$ cat config.mk
export PLATFORM = sky130hd
export DESIGN_NAME = microcode_image_validator_unit
export DESIGN_NICKNAME = d
export VERILOG_FILES = /design/src/design/mcv_pkg.sv /design/src/design/microcode_image_validator_unit.sv /design/src/design/mcv_capture.sv /design/src/design/mcv_verdict.sv
export VERILOG_INCLUDE_DIRS = /design/src /design/src/design
export SDC_FILE = /design/constraint.sdc
export NUM_CORES = 1
export LEC_CHECK = 0
export BUFFER_PORTS_ARGS = -buffer_cell sky130_fd_sc_hd__buf_2
export CORE_UTILIZATION = 64
export CTS_BUF_LIST = sky130_fd_sc_hd__clkbuf_4
export DETAILED_ROUTE_END_ITERATION = 7
export PLACE_DENSITY = 0.8
export SLEW_MARGIN = 20
export SYNTH_ARGS = -nofsm -noshare
export SYNTH_HDL_FRONTEND = slang
export SYNTH_HIERARCHICAL = 1
export SYNTH_SLANG_ARGS = --single-unit
$ cat constraint.sdc
create_clock -name aclk -period 6.72 [get_ports aclk]
set_clock_uncertainty 0.05 [all_clocks]
set_input_delay 0.672 -clock aclk [delete_from_list [all_inputs] [get_ports aclk]]
set_output_delay 0.672 -clock aclk [all_outputs]
set_load 0.02 [all_outputs]
$ cat src/design/assert_macros.svh
// Assertion macros shared by the validator RTL.
// Included by files that check their own logic; no other dependencies.
`ifndef ASSERT_MACROS_SVH
`define ASSERT_MACROS_SVH
`ifndef SYNTHESIS
`define MCV_ASSERT(lbl, clk, rst_n, prop, msg) \
    lbl: assert property (@(posedge clk) disable iff (!rst_n) prop) else $error(msg);
`define MCV_ASSERT_NEXT(lbl, clk, rst_n, ante, cons, msg) \
    lbl: assert property (@(posedge clk) disable iff (!rst_n) (ante) |=> (cons)) else $error(msg);
`else
`define MCV_ASSERT(lbl, clk, rst_n, prop, msg)
`define MCV_ASSERT_NEXT(lbl, clk, rst_n, ante, cons, msg)
`endif
`endif

$ cat src/design/mcv_pkg.sv
// Types, codes and constants for the microcode image validator.
// No dependencies; used by mcv_capture, mcv_verdict and the top level.
package mcv_pkg;

    localparam logic [3:0] ST_OK        = 4'd0;
    localparam logic [3:0] ST_SHORT     = 4'd1;
    localparam logic [3:0] ST_VERSION   = 4'd2;
    localparam logic [3:0] ST_SIGNATURE = 4'd3;
    localparam logic [3:0] ST_PLATFORM  = 4'd4;
    localparam logic [3:0] ST_SIZE      = 4'd5;
    localparam logic [3:0] ST_CHECKSUM  = 4'd6;
    localparam logic [3:0] ST_TRUNCATED = 4'd7;
    localparam logic [3:0] ST_REJECT    = 4'd8;

    localparam logic [1:0] MODE_NONE    = 2'd0;
    localparam logic [1:0] MODE_LAYOUT1 = 2'd1;
    localparam logic [1:0] MODE_LAYOUT2 = 2'd2;

    localparam logic [1:0] REG_VENDOR_MODE        = 2'd0;
    localparam logic [1:0] REG_CPU_SIGNATURE      = 2'd1;
    localparam logic [1:0] REG_PLATFORM_MASK      = 2'd2;
    localparam logic [1:0] REG_INSTALLED_REVISION = 2'd3;

    localparam int HW_VERSION     = 0;
    localparam int HW_REVISION    = 1;
    localparam int HW_SIGNATURE   = 3;
    localparam int HW_PLATFORM    = 6;
    localparam int HW_PAYLOAD_LEN = 7;
    localparam int HW_IMAGE_LEN   = 8;
    localparam int HDR_WORDS      = 9;
    localparam int PREFIX_SLOTS   = 7;
    localparam int MIN_WORDS      = 12;

    localparam logic [31:0] HDR_VERSION_ONE    = 32'h0000_0001;
    localparam logic [31:0] DEFAULT_SPAN_BYTES = 32'd2048;
    localparam logic [31:0] PAYLOAD_LEN_MIN    = 32'd2000;
    localparam logic [31:0] PAYLOAD_LEN_MAX    = 32'd32000;
    localparam logic [31:0] IMAGE_LEN_MIN      = 32'd2048;
    localparam logic [31:0] IMAGE_LEN_MAX      = 32'd32768;

    typedef struct packed {
        logic        too_short;
        logic        truncated;
        logic        sum_zero;
        logic [31:0] version;
        logic [31:0] signature;
        logic [31:0] platform;
        logic [31:0] payload_len;
        logic [31:0] image_len;
        logic [31:0] revision;
    } hdr_view_t;

    function automatic logic [15:0] rev_id(input logic [31:0] sig);
        logic [8:0] fam;
        logic [7:0] mdl;
        fam = {5'd0, sig[11:8]};
        mdl = {4'd0, sig[7:4]};
        if (fam >= 9'd15) begin
            fam = fam + {1'b0, sig[27:20]};
        end
        if (fam >= 9'd15 || (fam == 9'd6 && mdl >= 8'd15)) begin
            mdl = mdl + {sig[19:16], 4'd0};
        end
        return {fam[3:0], mdl, sig[3:0]};
    endfunction

endpackage

$ cat src/design/microcode_image_validator_unit.sv
// Microcode image validator: one verdict beat per image, issued at its last word.
// The verdict is registered onto m_* when the final beat leaves the input register.
// Throughput: one word beat per cycle; a final beat waits in the input register
// only while the previous verdict is still held on m_* by m_tready low.
// Reset (aresetn, synchronous, active low) clears configuration and image state.
`include "assert_macros.svh"
module microcode_image_validator_unit #(
    parameter int MAX_IMAGE_BYTES = 32768
) (
    input  logic        aclk,
    input  logic        aresetn,
    input  logic        s_tvalid,
    output logic        s_tready,
    input  logic [31:0] s_tdata,   // [31:0] image_word
    input  logic        s_tlast,
    output logic        m_tvalid,
    input  logic        m_tready,
    output logic [39:0] m_tdata,   // [0] accepted, [4:1] status, [36:5] update revision, pad
    input  logic        cfg_valid,
    output logic        cfg_ready,
    input  logic [1:0]  cfg_index,
    input  logic [31:0] cfg_wdata
);

    logic [1:0]  vendor_mode_reg;
    logic [31:0] cpu_signature_reg;
    logic [7:0]  platform_mask_reg;
    logic [31:0] installed_revision_reg;

    logic        in_valid_reg;
    logic [31:0] in_word_reg;
    logic        in_last_reg;
    logic        advance;

    logic        out_valid_reg;
    logic        out_accepted_reg;
    logic [3:0]  out_status_reg;
    logic [31:0] out_revision_reg;

    mcv_pkg::hdr_view_t view;
    logic [3:0]         status;

    assign cfg_ready = 1'b1;
    assign advance   = in_valid_reg && (!in_last_reg || !out_valid_reg || m_tready);
    assign s_tready  = !in_valid_reg || advance;
    assign m_tvalid  = out_valid_reg;
    assign m_tdata   = {3'd0, out_revision_reg, out_status_reg, out_accepted_reg};

    always_ff @(posedge aclk) begin
        if (!aresetn) begin
            vendor_mode_reg        <= mcv_pkg::MODE_NONE;
            cpu_signature_reg      <= '0;
            platform_mask_reg      <= '0;
            installed_revision_reg <= '0;
        end else if (cfg_valid) begin
            unique case (cfg_index)
                mcv_pkg::REG_VENDOR_MODE:        vendor_mode_reg        <= cfg_wdata[1:0];
                mcv_pkg::REG_CPU_SIGNATURE:      cpu_signature_reg      <= cfg_wdata;
                mcv_pkg::REG_PLATFORM_MASK:      platform_mask_reg      <= cfg_wdata[7:0];
                mcv_pkg::REG_INSTALLED_REVISION: installed_revision_reg <= cfg_wdata;
            endcase
        end
    end

    always_ff @(posedge aclk) begin
        if (!aresetn) begin
            in_valid_reg <= 1'b0;
        end else if (s_tready) begin
            in_valid_reg <= s_tvalid;
        end
    end

    always_ff @(posedge aclk) begin
        if (s_tready && s_tvalid) begin
            in_word_reg <= s_tdata;
            in_last_reg <= s_tlast;
        end
    end

    mcv_capture #(
        .MAX_IMAGE_BYTES(MAX_IMAGE_BYTES)
    ) u_capture (
        .aclk    (aclk),
        .aresetn (aresetn),
        .advance (advance),
        .word    (in_word_reg),
        .last    (in_last_reg),
        .view    (view)
    );

    mcv_verdict u_verdict (
        .view               (view),
        .vendor_mode        (vendor_mode_reg),
        .cpu_signature      (cpu_signature_reg),
        .platform_mask      (platform_mask_reg),
        .installed_revision (installed_revision_reg),
        .status             (status)
    );

    always_ff @(posedge aclk) begin
        if (!aresetn) begin
            out_valid_reg <= 1'b0;
        end else if (advance && in_last_reg) begin
            out_valid_reg <= 1'b1;
        end else if (m_tready) begin
            out_valid_reg <= 1'b0;
        end
    end

    always_ff @(posedge aclk) begin
        if (advance && in_last_reg) begin
            out_accepted_reg <= status == mcv_pkg::ST_OK;
            out_status_reg   <= status;
            out_revision_reg <= view.revision;
        end
    end

    `MCV_ASSERT(a_accept_matches_status, aclk, aresetn, out_valid_reg |-> (out_accepted_reg == (out_status_reg == mcv_pkg::ST_OK)), "accepted flag disagrees with status")
    `MCV_ASSERT_NEXT(a_no_verdict_without_last, aclk, aresetn, (!out_valid_reg || m_tready) && !(advance && in_last_reg), !out_valid_reg, "verdict beat without a final word")
    `MCV_ASSERT_NEXT(a_final_word_held, aclk, aresetn, in_valid_reg && in_last_reg && !advance, in_valid_reg && in_last_reg, "final word dropped while output stalled")

endmodule

$ cat src/design/mcv_capture.sv
// Header capture, word counter and running checksum for one image.
// Depends on mcv_pkg; feeds a hdr_view_t to mcv_verdict.
module mcv_capture #(
    parameter int MAX_IMAGE_BYTES = 32768
) (
    input  logic               aclk,
    input  logic               aresetn,
    input  logic               advance,
    input  logic [31:0]        word,
    input  logic               last,
    output mcv_pkg::hdr_view_t view
);

    localparam int CAP      = MAX_IMAGE_BYTES / 4 + 1;
    localparam int SPAN_MAX = MAX_IMAGE_BYTES / 4;
    localparam int CNT_W    = $clog2(CAP + 1);

    logic [CNT_W-1:0] wc_reg, wc_next;
    logic [CNT_W-1:0] span_reg, span_next;
    logic [31:0]      word_sum_reg, word_sum_next;
    logic [31:0]      revision_reg, revision_next;
    logic [31:0]      version_reg, signature_reg, platform_reg;
    logic [31:0]      payload_len_reg, image_len_reg;
    logic [31:0]      prefix_reg [mcv_pkg::PREFIX_SLOTS];

    logic [31:0]      span_bytes;
    logic [29:0]      span_raw;
    logic [CNT_W-1:0] span_sat;
    logic [3:0]       n_hdr;
    logic [31:0]      hdr_sum;
    logic [2:0]       prefix_sel;

    always_comb begin
        span_bytes = (word == 32'd0) ? mcv_pkg::DEFAULT_SPAN_BYTES : word;
        span_raw   = span_bytes[31:2];
        span_sat   = (span_raw > 30'(CAP)) ? CNT_W'(CAP) : span_raw[CNT_W-1:0];
        n_hdr      = (span_raw >= 30'(mcv_pkg::HDR_WORDS)) ? 4'(mcv_pkg::HDR_WORDS)
                                                           : span_raw[3:0];
        prefix_sel = 3'(n_hdr - 4'd1);
        if (n_hdr == 4'd0) begin
            hdr_sum = 32'd0;
        end else if (n_hdr == 4'(mcv_pkg::HDR_WORDS)) begin
            hdr_sum = word_sum_reg + word;
        end else if (n_hdr == 4'(mcv_pkg::HW_IMAGE_LEN)) begin
            hdr_sum = word_sum_reg;
        end else begin
            hdr_sum = prefix_reg[prefix_sel];
        end
    end

    always_comb begin
        wc_next       = (wc_reg < CNT_W'(CAP)) ? wc_reg + CNT_W'(1) : wc_reg;
        span_next     = span_reg;
        revision_next = (wc_reg == CNT_W'(mcv_pkg::HW_REVISION)) ? word : revision_reg;
        if (wc_reg < CNT_W'(mcv_pkg::HW_IMAGE_LEN)) begin
            word_sum_next = word_sum_reg + word;
        end else if (wc_reg == CNT_W'(mcv_pkg::HW_IMAGE_LEN)) begin
            word_sum_next = hdr_sum;
            span_next     = span_sat;
        end else if (wc_reg < span_reg) begin
            word_sum_next = word_sum_reg + word;
        end else begin
            word_sum_next = word_sum_reg;
        end
    end

    always_comb begin
        view.too_short   = wc_next < CNT_W'(mcv_pkg::MIN_WORDS);
        view.truncated   = (span_next > CNT_W'(SPAN_MAX)) || (wc_next < span_next);
        view.sum_zero    = word_sum_next == 32'd0;
        view.version     = version_reg;
        view.signature   = signature_reg;
        view.platform    = platform_reg;
        view.payload_len = payload_len_reg;
        view.image_len   = image_len_reg;
        view.revision    = revision_next;
    end

    always_ff @(posedge aclk) begin
        if (!aresetn) begin
            wc_reg       <= '0;
            span_reg     <= CNT_W'(mcv_pkg::DEFAULT_SPAN_BYTES >> 2);
            word_sum_reg <= '0;
            revision_reg <= '0;
        end else if (advance) begin
            if (last) begin
                wc_reg       <= '0;
                span_reg     <= CNT_W'(mcv_pkg::DEFAULT_SPAN_BYTES >> 2);
                word_sum_reg <= '0;
                revision_reg <= '0;
            end else begin
                wc_reg       <= wc_next;
                span_reg     <= span_next;
                word_sum_reg <= word_sum_next;
                revision_reg <= revision_next;
            end
        end
    end

    always_ff @(posedge aclk) begin
        if (advance) begin
            if (wc_reg < CNT_W'(mcv_pkg::PREFIX_SLOTS)) begin
                prefix_reg[wc_reg[2:0]] <= word_sum_reg + word;
            end
            if (wc_reg == CNT_W'(mcv_pkg::HW_VERSION)) begin
                version_reg <= word;
            end
            if (wc_reg == CNT_W'(mcv_pkg::HW_SIGNATURE)) begin
                signature_reg <= word;
            end
            if (wc_reg == CNT_W'(mcv_pkg::HW_PLATFORM)) begin
                platform_reg <= word;
            end
            if (wc_reg == CNT_W'(mcv_pkg::HW_PAYLOAD_LEN)) begin
                payload_len_reg <= word;
            end
            if (wc_reg == CNT_W'(mcv_pkg::HW_IMAGE_LEN)) begin
                image_len_reg <= word;
            end
        end
    end

endmodule

$ cat src/design/mcv_verdict.sv
// Ordered check chain that turns a captured header view into a status code.
// Depends on mcv_pkg; driven by mcv_capture and the configuration registers.
module mcv_verdict (
    input  mcv_pkg::hdr_view_t view,
    input  logic [1:0]         vendor_mode,
    input  logic [31:0]        cpu_signature,
    input  logic [7:0]         platform_mask,
    input  logic [31:0]        installed_revision,
    output logic [3:0]         status
);

    logic [15:0] expected_id;
    logic        size_bad;
    logic        newer;

    always_comb begin
        expected_id = mcv_pkg::rev_id(cpu_signature);
        newer       = view.revision > installed_revision;
        if (view.payload_len == 32'd0) begin
            size_bad = view.image_len < mcv_pkg::IMAGE_LEN_MIN
                    || view.image_len > mcv_pkg::IMAGE_LEN_MAX;
        end else begin
            size_bad = view.payload_len < mcv_pkg::PAYLOAD_LEN_MIN
                    || view.payload_len > mcv_pkg::PAYLOAD_LEN_MAX;
        end
    end

    always_comb begin
        status = mcv_pkg::ST_OK;
        if (vendor_mode != mcv_pkg::MODE_LAYOUT1 && vendor_mode != mcv_pkg::MODE_LAYOUT2) begin
            status = mcv_pkg::ST_REJECT;
        end else if (view.too_short) begin
            status = mcv_pkg::ST_SHORT;
        end else if (view.version != mcv_pkg::HDR_VERSION_ONE) begin
            status = mcv_pkg::ST_VERSION;
        end else if (vendor_mode == mcv_pkg::MODE_LAYOUT1) begin
            if (view.signature != cpu_signature) begin
                status = mcv_pkg::ST_SIGNATURE;
            end else if ((view.platform[7:0] & platform_mask) == 8'd0) begin
                status = mcv_pkg::ST_PLATFORM;
            end else if (size_bad) begin
                status = mcv_pkg::ST_SIZE;
            end else if (view.truncated) begin
                status = mcv_pkg::ST_TRUNCATED;
            end else if (!view.sum_zero) begin
                status = mcv_pkg::ST_CHECKSUM;
            end else if (!newer) begin
                status = mcv_pkg::ST_REJECT;
            end
        end else begin
            if (view.platform[15:0] != expected_id) begin
                status = mcv_pkg::ST_SIGNATURE;
            end else if (!newer) begin
                status = mcv_pkg::ST_REJECT;
            end
        end
    end

endmodule

==> flow_metrics.tcl <==
set metrics [dict create \
    area_delta_synth_final_pct 14.3 \
    htree_levels 4 \
    num_vias 20500 \
    routabilityCongestion 1.01 \
    rsz0062_at_grt "no" \
    clock-sinks 606 \
    dp.cells 2895 \
    cts_tree "built" \
    hp-class "in -> reg" \
    tns_ns 0 \
    clk_latency_ns 1.01 \
    ant_nets 0 \
    worstPathCellList "nor4_1 > and4_2 > nand3_1 > ha_1 > or4_1 > nand2_2 > buf_4 > nor2_1 > a22o_1 > a221o_1 > or4_1 > nor4_1 > nand2_1 > nor3_2 > nand2b_1 > a211oi_2 > a2111oi_1 > nor4_1" \
    ios 115 \
    peakVddDrop_v 0.000207 \
    powerDensity_nw_per_um2 249 \
    hpwl_um 51200 \
    grt_pass1_vias 20200 \
    drive_above_1_share_pct 19.2 \
    required_ns 7.47 \
    status "finished, final reports clean" \
    die_y_um 211 \
    fin_hold_ws_ns 0.337 \
    nets 2717 \
    synth_cells 2263 \
    start_kind "flop" \
    endpoint_kind "flop" \
    path_class "reg -> reg" \
    grt_max_degree 108 \
    max_slew_margin_pct 25.4 \
    dr.first_iter.drc_count 2198 \
    via_per_inst 6.29 \
    ys_warn_count 6 \
    die_area_sq_um 44600 \
    root_buffer "clkbuf_4" \
    stdcell_count 3258 \
    cap_violations 0 \
    rows 76 \
    cts_made_buffers 156 \
    worst_pin_slew_ns 1.12 \
    synth_area_per_cell_sq_um 12.4 \
    core_area_sq_um 43100 \
    cellLeakagePower_nw 12.2 \
    synth_area_sq_um 28000 \
    largest_register_ffs 224 \
    total_power_mw 7.98 \
    route.detailed.drc 0 \
    cp_common_cell "nor4_1" \
    antenna_found_initial 4 \
    crit_fanout 11 \
    path_clk_slew_ns 0.07 \
    slew_viol_final 0 \
    routedWlPerCell_um 23.6 \
    clockBufferDepth 3 \
    wirelength_um 76800 \
    io_buffers 110 \
    drt_first_pass_iters 7 \
    min_period_ns 6.25 \
    grt.overflow.total 0 \
    grt_pass1_wl_um 115000 \
    grt_usage_pct 34.9 \
    max_stage_delay_ns 0.67 \
    hold_violations 0 \
    start_util_pct 65.0 \
    fin_crit_sh_pct 93.0 \
    die_x_um 211 \
    finalSetupViolCount 0 \
    worst-endpoint-arrival_ns 7.01 \
    max_freq_mhz 160 \
    cp_slowest_cell "or4_1" \
]
per-stage QoR:
| stage | util [%] | instance area [sq um] | setup WS (ns) |
|---|---|---|---|
| floorplan | - | 28000 | 1.53 |
| global placement | 67.7 | 29200 | 0.656 |
| detailed placement | 67.8 | 29200 | 0.436 |
| CTS | 74.2 | 32000 | 0.392 |
| global route | 74.3 | 32000 | 0.163 |
| finish | 74.3 | 32000 | 0.468 |
metal layers:
metal / vias up / wire [um] / global-route usage (%)
li1: 9223 / - / -
met1: 9956 / 30600 / 45.0
met2: 1114 / 36700 / 56.1
met3: 203 / 6620 / 8.10
met4: 0 / 2880 / 16.4
met5: - / 0 / 0
repair_timing:
action                                 CTS  global route
hold buffers                            72             0
setup endpoints to repair                0             1
gates resized for setup                  0             1
endpoints found under the hold margin  115             0
buffers inserted                         0             0
layout by cell type (no fill, tap or decap), drive strengths merged, types with 32 or more instances in the layout:
cell / n
nor2b: 89
mux2: 40
edfxtp: 438
nand2: 231
clkinv: 49
nor2: 83
xor2: 53
buf: 152
ha: 102
dlygate4sd3: 72
nand4: 36
o21ai: 72
nand3: 41
inv: 86
dfxtp: 168
xnor2: 32
a22oi: 85
mux2i: 108
nor4: 48
a21oi: 93
clkbuf: 222
path summary, 6_finish.rpt:
path | start | to | slack, ns | depth (start not counted)
setup / recovery | in_word_reg[19] | out_accepted_reg | 0.47 | 18
hold / removal | s_tdata[25] | in_word_reg[25] | 0.34 | 2
setup reg to reg | in_word_reg[19] | out_accepted_reg | 0.47 | 18
hold reg to reg | installed_revision_reg[25] | installed_revision_reg[25] | 0.41 | 2
where the power goes:
| part | internal, mW | switching, mW | total [mW] |
|---|---|---|---|
| sequential | 4.11 | 0.0627 | 4.17 |
| clock | 1.65 | 1.55 | 3.21 |
| combinational | 0.216 | 0.383 | 0.600 |
| total | 5.98 | 2.00 | 7.98 |
layout make-up:
cell class,instances,area (sq um)
tap,585,732
clock inverter,62,357
inverter,81,304
multi-input combinational,1472,10800
sequential,606,16500
clock buffer,222,1670
fill,2842,11100
timing repair buffer,224,1630
antenna,6,15.0
critical path, delay by kind of cell (launching register included):
kind | cells | cell delay [ns]
buffers and inverters | 1 | 0.24
DFF | 1 | 0.55
adders and majority gates | 1 | 0.28
AOI/OAI and AO/OA | 4 | 0.84
and+or+nand+nor | 12 | 4.07
(Power assumes the default switching activity.)
